[src/rtl/knap_pkg.sv]
// ----------------------------------------------------------------------------
// knap_pkg
// Shared widths, types and state codes of the 0/1 knapsack row update core.
// ----------------------------------------------------------------------------
package knap_pkg;

  localparam int MAX_CAPACITY = 1024;
  localparam int ROW_DEPTH    = MAX_CAPACITY;
  localparam int ROW_AW       = $clog2(ROW_DEPTH);
  localparam int CAP_W        = 11;
  localparam int VAL_W        = 16;
  localparam int WT_W         = 16;
  localparam int BEST_W       = 32;
  localparam int EXT_W        = WT_W + 1;

  typedef struct packed {
    logic [VAL_W-1:0] value;
    logic [WT_W-1:0]  weight;
    logic             first;
    logic [CAP_W-1:0] cap;
    logic             cap_zero;
  } knap_job_t;

  typedef struct packed {
    logic pop;
    logic clearing;
  } knap_bk_ctl_t;

  typedef enum logic [2:0] {
    ST_CLEAR,
    ST_IDLE,
    ST_SWEEP,
    ST_DRAIN,
    ST_FINISH
  } knap_state_t;

endpackage

[src/rtl/knap_in_if.sv]
// ----------------------------------------------------------------------------
// knap_in_if
// Item channel: valid/ready handshake with value, weight and first flag.
// ----------------------------------------------------------------------------
interface knap_in_if;
  logic                      valid;
  logic                      ready;
  logic [knap_pkg::VAL_W-1:0] item_value;
  logic [knap_pkg::WT_W-1:0]  item_weight;
  logic                      first_item;

  modport source (output valid, output item_value, output item_weight,
                  output first_item, input ready);
  modport sink (input valid, input item_value, input item_weight,
                input first_item, output ready);
endinterface

[src/rtl/knap_front.sv]
// ----------------------------------------------------------------------------
// knap_front
// Holds the capacity register, classifies accepted items and queues them
// in a two-entry queue for the update engine.
// ----------------------------------------------------------------------------
module knap_front (
  input  logic                         clk,
  input  logic                         rst_n,
  input  logic                         cfg_we,
  input  logic [knap_pkg::CAP_W-1:0]   cfg_wdata,
  knap_in_if.sink                      in_ch,
  input  knap_pkg::knap_bk_ctl_t       bk_ctl,
  output logic                         job_valid,
  output knap_pkg::knap_job_t          job
);

  logic [knap_pkg::CAP_W-1:0] capacity_r;
  logic [knap_pkg::CAP_W-1:0] cap_use;
  knap_pkg::knap_job_t        q_mem_r [2];
  logic                       wr_ptr_r;
  logic                       rd_ptr_r;
  logic [1:0]                 count_r;
  logic                       push;
  logic                       pop;
  knap_pkg::knap_job_t        new_job;

  always_ff @(posedge clk) begin
    if (!rst_n) begin
      capacity_r <= knap_pkg::CAP_W'(knap_pkg::MAX_CAPACITY);
    end else if (cfg_we) begin
      capacity_r <= cfg_wdata;
    end
  end

  assign cap_use = (capacity_r > knap_pkg::CAP_W'(knap_pkg::MAX_CAPACITY)) ?
                   knap_pkg::CAP_W'(knap_pkg::MAX_CAPACITY) : capacity_r;

  always_comb begin
    new_job.value    = in_ch.item_value;
    new_job.weight   = in_ch.item_weight;
    new_job.first    = in_ch.first_item;
    new_job.cap      = cap_use;
    new_job.cap_zero = (cap_use == '0);
  end

  assign in_ch.ready = (count_r != 2'd2) && !bk_ctl.clearing;
  assign push        = in_ch.valid && in_ch.ready;
  assign pop         = bk_ctl.pop && (count_r != 2'd0);
  assign job_valid   = (count_r != 2'd0);
  assign job         = q_mem_r[rd_ptr_r];

  always_ff @(posedge clk) begin
    if (push) begin
      q_mem_r[wr_ptr_r] <= new_job;
    end
  end

  always_ff @(posedge clk) begin
    if (!rst_n) begin
      wr_ptr_r <= 1'b0;
      rd_ptr_r <= 1'b0;
      count_r  <= 2'd0;
    end else begin
      if (push) begin
        wr_ptr_r <= ~wr_ptr_r;
      end
      if (pop) begin
        rd_ptr_r <= ~rd_ptr_r;
      end
      case ({push, pop})
        2'b10:   count_r <= count_r + 2'd1;
        2'b01:   count_r <= count_r - 2'd1;
        default: count_r <= count_r;
      endcase
    end
  end

endmodule

[src/flat_wrapper.sv]
// flat-port wrapper written by rule: the top's interface ports become plain ports
module knap_front_flat 
  (clk, rst_n, cfg_we, cfg_wdata, bk_ctl, job_valid, job, in_ch_valid, in_ch_item_value, in_ch_item_weight, in_ch_first_item, in_ch_ready);
  knap_in_if in_ch_i ();
  input  logic clk;
  input  logic rst_n;
  input  logic cfg_we;
  input  logic [knap_pkg::CAP_W-1:0] cfg_wdata;
  input  knap_pkg::knap_bk_ctl_t bk_ctl;
  output logic job_valid;
  output knap_pkg::knap_job_t job;
  input wire logic [$bits(in_ch_i.valid)-1:0] in_ch_valid;
  input wire logic [$bits(in_ch_i.item_value)-1:0] in_ch_item_value;
  input wire logic [$bits(in_ch_i.item_weight)-1:0] in_ch_item_weight;
  input wire logic [$bits(in_ch_i.first_item)-1:0] in_ch_first_item;
  output wire logic [$bits(in_ch_i.ready)-1:0] in_ch_ready;
  assign in_ch_i.valid = in_ch_valid;
  assign in_ch_i.item_value = in_ch_item_value;
  assign in_ch_i.item_weight = in_ch_item_weight;
  assign in_ch_i.first_item = in_ch_first_item;
  assign in_ch_ready = in_ch_i.ready;
  knap_front u_core (.clk(clk), .rst_n(rst_n), .cfg_we(cfg_we), .cfg_wdata(cfg_wdata), .in_ch(in_ch_i), .bk_ctl(bk_ctl), .job_valid(job_valid), .job(job));
endmodule
[config.mk]
export PLATFORM = sky130hd
export DESIGN_NAME = knap_front_flat
export DESIGN_NICKNAME = d
export VERILOG_FILES = /design/src/rtl/knap_pkg.sv /design/src/rtl/knap_in_if.sv /design/src/rtl/knap_front.sv /design/src/flat_wrapper.sv
export SDC_FILE = /design/constraint.sdc
export NUM_CORES = 1
export LEC_CHECK = 0
export ABC_AREA = 1
export BUFFER_PORTS_ARGS = -buffer_cell sky130_fd_sc_hd__buf_2
export CORE_MARGIN = 4
export CORE_UTILIZATION = 53
export DETAILED_ROUTE_END_ITERATION = 8
export PLACE_DENSITY = 0.82
export SLEW_MARGIN = 5
export SYNTH_ARGS = -nofsm -noshare
export SYNTH_HDL_FRONTEND = slang
export SYNTH_SLANG_ARGS = --single-unit
[constraint.sdc]
create_clock -name clk -period 3.8 [get_ports clk]
set_input_delay 0.76 -clock clk [delete_from_list [all_inputs] [get_ports clk]]
set_output_delay 0.76 -clock clk [all_outputs]
set_load 0.1 [all_outputs]
Word-level counts from Yosys, hierarchy flattened
Memories as Yosys holds them, arrays and structs flattened. A register that Yosys moved wholly into a read port is not among the register bits.
Cells that the tools add are included.
{ "totals": {"ff_bits": 15, "ramBits": 90, "in_bits": 50, "word_cells": 26, "mem_count": 1} }
{ "op_classes": {"add_sub_neg": 2, "n_lt_le_gt_ge": 1, "eq_ne": 3, "n_mux": 6, "n_bitwise": 2, "n_reduce_logical": 7} }
{ "memory_table": {"columns": ["name", "depth", "width", "read_ports", "rd_clocked_by_memory_dff", "write_ports", "line", "rtl"], "rows": [
  ["u_core.q_mem_r", 2, 45, 1, 1, 1, "knap_front.sv:19", "knap_pkg::knap_job_t q_mem_r [2];"]
]} }
{ "op_table": {"columns": ["operator", "count"], "rows": [
  ["$gt A11 B11 Y1 const B", 1],
  ["$logic_not A11 Y1", 1],
  ["$mux W11", 1],
  ["$mux W1", 4],
  ["$pmux W2 S2", 1],
  ["$reduce_bool A2 Y1", 2],
  ["$logic_and A1 B1 Y1", 3],
  ["$add A2 B1 Y2 const B", 1],
  ["$eq A2 B1 Y1 const B", 1],
  ["$eq A2 B2 Y1 const B", 1],
  ["$ne A2 B2 Y1 const B", 1],
  ["$not A1 Y1", 2],
  ["$sub A2 B1 Y2 const B", 1],
  ["$logic_not A1 Y1", 1]
]} }

Logic depth before layout (Yosys ltp)
Gate-level depths: netlist of run 1.
{ "depth": {"ltp_word": 5, "ltp_mapped": 9, "mapped_depth_nobuf": 9} }

Worst setup path before layout of run 1
No wires, ideal clock.
{ "synth_path": {"kind": "in2reg", "from": "input bk_ctl[0] in the netlist's numbering", "to": "memory u_core.q_mem_r[0][0] in the netlist's numbering (enable)", "setup_ps": 448, "arrival_time_ps": 3385, "path_slack_ps": -33, "cell_stages": 3, "path_buffers": 0, "path_cell_list": "a21oi_4 > nand2_4 > nor2_1"} }
{ "synth_via": {"elab_chain_len": 5} }
{ "synth_rtl": {"columns": ["element", "line", "rtl"], "rows": [
  ["start: declaration", "flat_wrapper.sv:9", "input knap_pkg::knap_bk_ctl_t bk_ctl;"],
  ["$logic_not A1 Y1", "knap_front.sv:46", "assign in_ch.ready = (count_r != 2'd2) && !bk_ctl.clearing;"],
  ["$logic_and A1 B1 Y1", "knap_front.sv:46", null],
  ["$logic_and A1 B1 Y1", "knap_front.sv:47", "assign push = in_ch.valid && in_ch.ready;"],
  ["$mux W1", "knap_front.sv:53", "if (push) begin"],
  ["$mux W1 (implied by the code)", "knap_front.sv:54", "q_mem_r[wr_ptr_r] <= new_job;"],
  ["end: declaration", "knap_front.sv:19", null]
]} }
No other way between the ends.

==> impl_results.md, run 1 <==
* FF+latch count, synth at 106
* Synth Instances at 242
* Syn_nets at 293
* Cts hold-fix bufs at 0
* Final antenna diode count at 0
* Main area contributors after synthesis: edfxtp_1 65%, mux2_4 14%, dfxtp_1 7.7%
* Switching Fraction at 36.6%
* MaxCap Viol Count at 0
* Critical-path maximum fanout at 35
* Area of the multi-input gates at 0.00100 sq mm
* Hold Path Class: reg2reg
* Via count at 2232
* Post-CTS resize count at 0
* Largest net degree at the start of global routing at 46
* Post-route insts no fill at 447
* H-tree Lvls at 3
* Clock-pin transition on the worst setup and hold timing paths at 0.09 ns
* RD Place Congestion at 0.708
* Post-DP Area at 0.00473 sq mm
* Wirelength, routed at 6740 um
* P_int at 1.75 mW
* Final instance area at 0.00490 sq mm
* CTS root buf: clkbuf_8
* Initial Utilization at 55.7%
* Clk pwr share at 21.5%
* Final Setup Violations at 0
* Clock sinks at 106
* Reg area at 0.00302 sq mm
* Top FF cell, synth: edfxtp_1
* Pins Over Slew Limit at 0
* Setup Fix Bufs, Post-CTS at 0
* P&R area growth vs syn at 18.2%
* Vias per cell at 4.99
* Slew margin rel. at 60.5%
* Required time of the worst setup path at 3.04 ns
* Final #Nets at 394
* Share of layout cells above drive strength 1 at 48.3%
* Syn Area/Cell at 17.1 sq um
* Skew final at 0.00828 ns
* Post-DP HPWL at 4650 um
* Starting DRC count in detailed routing at 84
* Post-synth top area share at 65.1%
* DIE AREA at 0.00931 sq mm
* Grt met3 use at 4.88%
* Power after layout at 2.76 mW
* Gate power share at 29.5%
* Die W at 96.5 um
* FP Rows at 31
* Post-route ant nets at 0
* Sw power at 1.01 mW
* Routing usage on met2 at 25.9%
* Reg2Reg Depth at 5
* Vias in the first global route at 2219
* Number of port buffers at 96
* Library cells used by synthesis at 24
* Worst-Margin Slew at 0.593 ns
* Finished Core Util at 65.8%
* Status: finished, final reports clean
* Critical path class: reg2out
* Static leakage at 1.93 nW
* P per Cell Area at 564 mW/mm^2
* CP arrival at 1.92 ns
* Avg WL per Cell at 15.1 um
* GRT Residual Overflow at 0
* Hold path cells at 1
* Max VDD drop at 0.000349 V
* Hold WS at 0.460 ns
* Area leader, netlist: edfxtp_1
* Synth async-reset ratio at 0%
* CTS tree: yes
* Final Cycle Share at 70.6%
* Detailed Routing Iterations Pass 1 at 4
* Placed insts at 431
* Startpoint types: flip-flop
* Fmax at 373 MHz
* # DRC at 0
* First-pass GRT wire length at 10100 um
* Total global routing track utilization at 14.8%
* Sequential fraction of the synthesis area at 72.9%
* Final hold vios at 0
* Clock buffer depth at 2
* Yosys warning count at 0
* Die H at 96.5 um
* R2R Setup Slk at 2.11 ns
* Period minus WS final at 2.68 ns
* Busiest grt layer: met2
* Initial antenna violation count at 0
* RSZ-0062 raised after global routing: false
* Mapped Area at 0.00415 sq mm
* Core area at 0.00745 sq mm
* Clock buffer count from CTS at 9
* Worst-Skew Late Latency at 0.35 ns
* Sequential share of power at 49.0%
* Post-synth EDFFs at 90
* GRT met1 Usage at 17.0%
* # fillers at 546
* # IOs at 97
* Crit end category: output port
[area by class of cell]
type,count,area share (%)
Sequential cell,106,61.7
Multi-Input combinational cell,110,20.5
Timing Repair Buffer,99,10.5
Clock buffer,10,2.60
Tap cell,99,2.53
Inverter,17,1.30
Clock inverter,6,0.868
[per-layer routing]
layer  wire (um)  share of wire (%)
met1        2800                 42
met2        3340                 50
met3         526                7.8
met4          65               0.96
met5           0                  0
[state kept, by name (all words and copies together) (netlist names), named ones only]
name,flops
u_core.count_r,2
u_core.capacity_r,11
u_core.wr_ptr_r,1
u_core.rd_ptr_r,1
u_core.q_mem_r,90
[power by group through the flow]
stage	clock network [mW]	logic [mW]	registers [mW]
after floorplan	0	0.726	1.37
after global placement	0	0.814	1.38
after detailed placement	0	0.821	1.38
after CTS	0.609	0.822	1.36
after global routing	0.669	0.847	1.36
final	0.595	0.815	1.36
[through the flow]
stage	setup slack [ns]	TNS, ns
final	1.12	0
after global routing	1.03	0
after CTS	1.08	0
after detailed placement	1.49	0
after global placement	1.48	0
after floorplan	-0.0332	-2.99
[cell families (layout without fill, tap and decap cells)]
logic type      after synthesis  in the layout  synth area share, %
mux                          45             45                 15.8
simple gates                 31             31                 3.20
flops                       106            106                 72.9
fa+ha+maj                     1              1                0.302
compound gates               33             33                 4.52
buf+inv                      26            132                 3.29
[placed cells by master, fill, tap and decap left out, drive strengths merged]
cell	instances
buf	99
edfxtp	90
mux2	45
nor2	20
inv	18
a21oi	16
dfxtp	16
o21ai	14
clkbuf	10
nand2	7
clkinv	3
nand3	2
clkinvlp	2
o21a	1
o21bai	1
nand4	1
nor3	1
o211ai	1
ha	1
[cells in the mapped netlist (2+ instances only)]
| cell | count |
|---|---|
| edfxtp_1 | 90 |
| mux2_4 | 40 |
| nor2_1 | 20 |
| dfxtp_1 | 16 |
| a21oi_1 | 15 |
| inv_1 | 15 |
| o21ai_0 | 13 |
| buf_6 | 5 |
| mux2_2 | 5 |
| nand2_1 | 5 |
| clkbuf_1 | 3 |
| inv_2 | 2 |
| nand3_1 | 2 |
[critical path, stage by stage, from the launching register on]
cell and delay, ns:
dfxtp_2 0.58, buf_12 0.32, mux2_2 0.37, buf_2 0.29
[path summary, 6_finish.rpt]
path / from / to
worst max-delay path: flip-flop / job[44]
worst min-delay path: u_core.rd_ptr_r / u_core.rd_ptr_r
worst max register to register: u_core.count_r[0] / u_core.q_mem_r[1][26]
worst min register to register: u_core.rd_ptr_r / u_core.rd_ptr_r
No activity file was read; power rests on OpenSTA's default activity.
==> run 2, diff against run 1 <==
clock period = 2.5 ns   (was 3.8 ns; I/O delays follow)
==> run 2 against run 1 <==
- die area stayed put
- worst hold slack worse by 0.14 ns
- clock skew is 0.0046 ns higher
- register-to-register slack worse by 1.2 ns
- final cell count is 0.67% higher
- final area is 0.84% higher
- sequential cell count stayed put
- power is 57% higher
- critical endpoint is now job[2]
- largest cell class unchanged
==> impl_results.md, run 2 (same netlist as run 1, synthesis figures left out) <==
* Status: finished, final reports clean (unchanged)
* Clock-pin transition on the worst setup and hold timing paths at 0.10 ns (was 0.09 ns)
* Post-DP HPWL at 5040 um (was 4650 um)
* Initial antenna violation count at 0 (unchanged)
* CTS root buf: clkbuf_8 (unchanged)
* Critical-path maximum fanout at 25 (was 35)
* MaxCap Viol Count at 0 (unchanged)
* Post-DP Area at 0.00474 sq mm (was 0.00473 sq mm)
* Reg2reg start: u_core.count_r[0] (unchanged)
* Dpl ws at 0.586 ns (was 1.49 ns)
* Avg WL per Cell at 15.8 um (was 15.1 um)
* Reg2Reg Depth at 8 (was 5)
* Startpoint types: flip-flop (unchanged)
* Slew margin rel. at 66.7% (was 60.5%)
* Largest net degree at the start of global routing at 30 (was 46)
* Final antenna diode count at 0 (unchanged)
* P per Cell Area at 880 mW/mm^2 (was 564 mW/mm^2)
* Worst-Margin Slew at 0.500 ns (was 0.593 ns)
* Final hold vios at 0 (unchanged)
* Post-route ant nets at 0 (unchanged)
* Wirelength, routed at 7110 um (was 6740 um)
* FP Rows at 31 (unchanged)
* Largest register FFs at 90 (unchanged)
* Required time of the worst setup path at 2.00 ns (was 3.04 ns)
* Setup tns final at 0 ns (unchanged)
* Worst R2R End: u_core.count_r[1] (was u_core.q_mem_r[1][26])
* Die W at 96.5 um (unchanged)
* Most frequent cells in the layout: 96 x buf_2, 90 x edfxtp_1, 40 x mux2_4 (unchanged)
* Critical path class: reg2out (unchanged)
* Detailed Routing Iterations Pass 1 at 4 (unchanged)
* First-pass GRT wire length at 10300 um (was 10100 um)
* Max VDD drop at 0.000510 V (was 0.000349 V)
* CTS tree: yes (unchanged)
* Clock buffer count from CTS at 9 (unchanged)
* Grt met3 use at 3.56% (was 4.88%)
* GRT met1 Usage at 17.9% (was 17.0%)
* CP arrival at 1.80 ns (was 1.92 ns)
* Fmax at 435 MHz
* Clock sinks at 106 (unchanged)
* Post-CTS resize count at 0 (unchanged)
* Starting DRC count in detailed routing at 54 (was 84)
* # fillers at 536 (was 546)
* Skew final at 0.0129 ns (was 0.00828 ns)
* P&R area growth vs syn at 19.1% (was 18.2%)
* Worst setup path end: job[2] (was job[44])
* Commonest non-fill, non-tap cell in the layout: buf_2 (unchanged)
* Busiest grt layer: met2 (unchanged)
* Final Cycle Share at 92.0%
* RD Place Congestion at 0.741 (was 0.708)
* Final #Nets at 397 (was 394)
* Via count at 2245 (was 2232)
* Crit end category: output port (unchanged)
* Vias per cell at 4.99 (about the same)
* Die H at 96.5 um (unchanged)
* Setup Fix Bufs, Post-CTS at 0 (unchanged)
* Vias in the first global route at 2226 (was 2219)
* H-tree Lvls at 3 (unchanged)
* # IOs at 97 (unchanged)
* Pins Over Slew Limit at 0 (unchanged)
* RSZ-0062 raised after global routing: false (unchanged)
* Worst-Skew Late Latency at 0.36 ns (was 0.35 ns)
* GRT Residual Overflow at 0 (unchanged)
* Largest Register: u_core.q_mem_r (unchanged)
* Total global routing track utilization at 15.3% (was 14.8%)
* Biggest regs: u_core.q_mem_r (90), u_core.capacity_r (11), u_core.count_r (2) (unchanged)
* Core area at 0.00745 sq mm (unchanged)
* Cts hold-fix bufs at 0 (unchanged)
* Static leakage at 1.96 nW (was 1.93 nW)
* R2R Setup Slk at 0.94 ns (was 2.11 ns)
* Number of port buffers at 96 (unchanged)
* # DRC at 0 (unchanged)
* Routing usage on met2 at 26.2% (was 25.9%)
* Clock buffer depth at 2 (unchanged)
* Hold Path Class: in2reg (was reg2reg)
* Initial Utilization at 55.7% (unchanged)
* Share of layout cells above drive strength 1 at 48.4% (was 48.3%)
* Period minus WS final at 2.30 ns
* Fin worst setup slack at 0.199 ns (was 1.12 ns)
* Final Setup Violations at 0 (unchanged)
* DIE AREA at 0.00931 sq mm (unchanged)
* Final instance area at 0.00494 sq mm (was 0.00490 sq mm)
[run 2: changes by cell type in the layout (fill, tap and decap cells not counted)]
cell	previous run	this run
inv_6	1	0
buf_4	2	6
buf_12	1	0
bufinv_16	0	1
clkinv_1	0	2
clkinvlp_4	2	0
inv_8	0	2
clkbuf_1	1	0
clkinv_2	2	0
clkinv_4	1	2
[run 2: per-layer routing]
metal	up-vias	share of wire, %
met4	0	2.3
met1	1054	41
met5	-	0
met2	80	50
met3	15	7.2
li1	1096	-
[run 2: worst min path at each step]
stage	start	end	slack, ns	cells past startpoint
CTS	in_ch_item_weight[3]	u_core.q_mem_r[1][16]	0.31	1
global route	in_ch_item_value[2]	u_core.q_mem_r[0][31]	0.31	1
floorplan	u_core.rd_ptr_r	flip-flop	0.43	1
finish	in_ch_item_weight[11]	u_core.q_mem_r[0][24]	0.32	1
detailed placement	u_core.rd_ptr_r	u_core.rd_ptr_r	0.44	1
global placement	u_core.rd_ptr_r	flip-flop	0.43	1
[run 2: final cells by class]
class	instances	area, sq um	share of cell area (%)
inverters	17	63.8	1.29
clock buffers	9	124	2.51
flip-flops and latches	106	3020	61.2
well taps	99	124	2.51
clock inverters	7	77.6	1.57
multi-input cells	110	1000	20.3
repair buffers	102	526	10.6
[run 2: report_power, final]
| part | leakage, nW | internal [mW] | switching, mW |
|---|---|---|---|
| Combinational | 0.891 | 0.286 | 0.971 |
| Clock | 0.102 | 0.474 | 0.574 |
| Sequential | 0.967 | 2.01 | 0.0345 |
[run 2: metrics by stage]
stage	util [%]	cells	power [mW]	hold slack (ns)
2_1_floorplan	-	242	3.18	0.425
3_3_place_gp	63.7	434	3.33	0.430
3_5_place_dp	63.7	434	3.35	0.444
4_1_cts	66.4	450	4.37	0.310
5_1_grt	66.4	450	4.51	0.307
6_report	66.4	450	4.35	0.324
[run 2: worst max-delay path, cell delays in order, from the launching register on]
cell	delay, ns
dfxtp_2	0.34
buf_4	0.39
mux2_2	0.40
buf_2	0.29
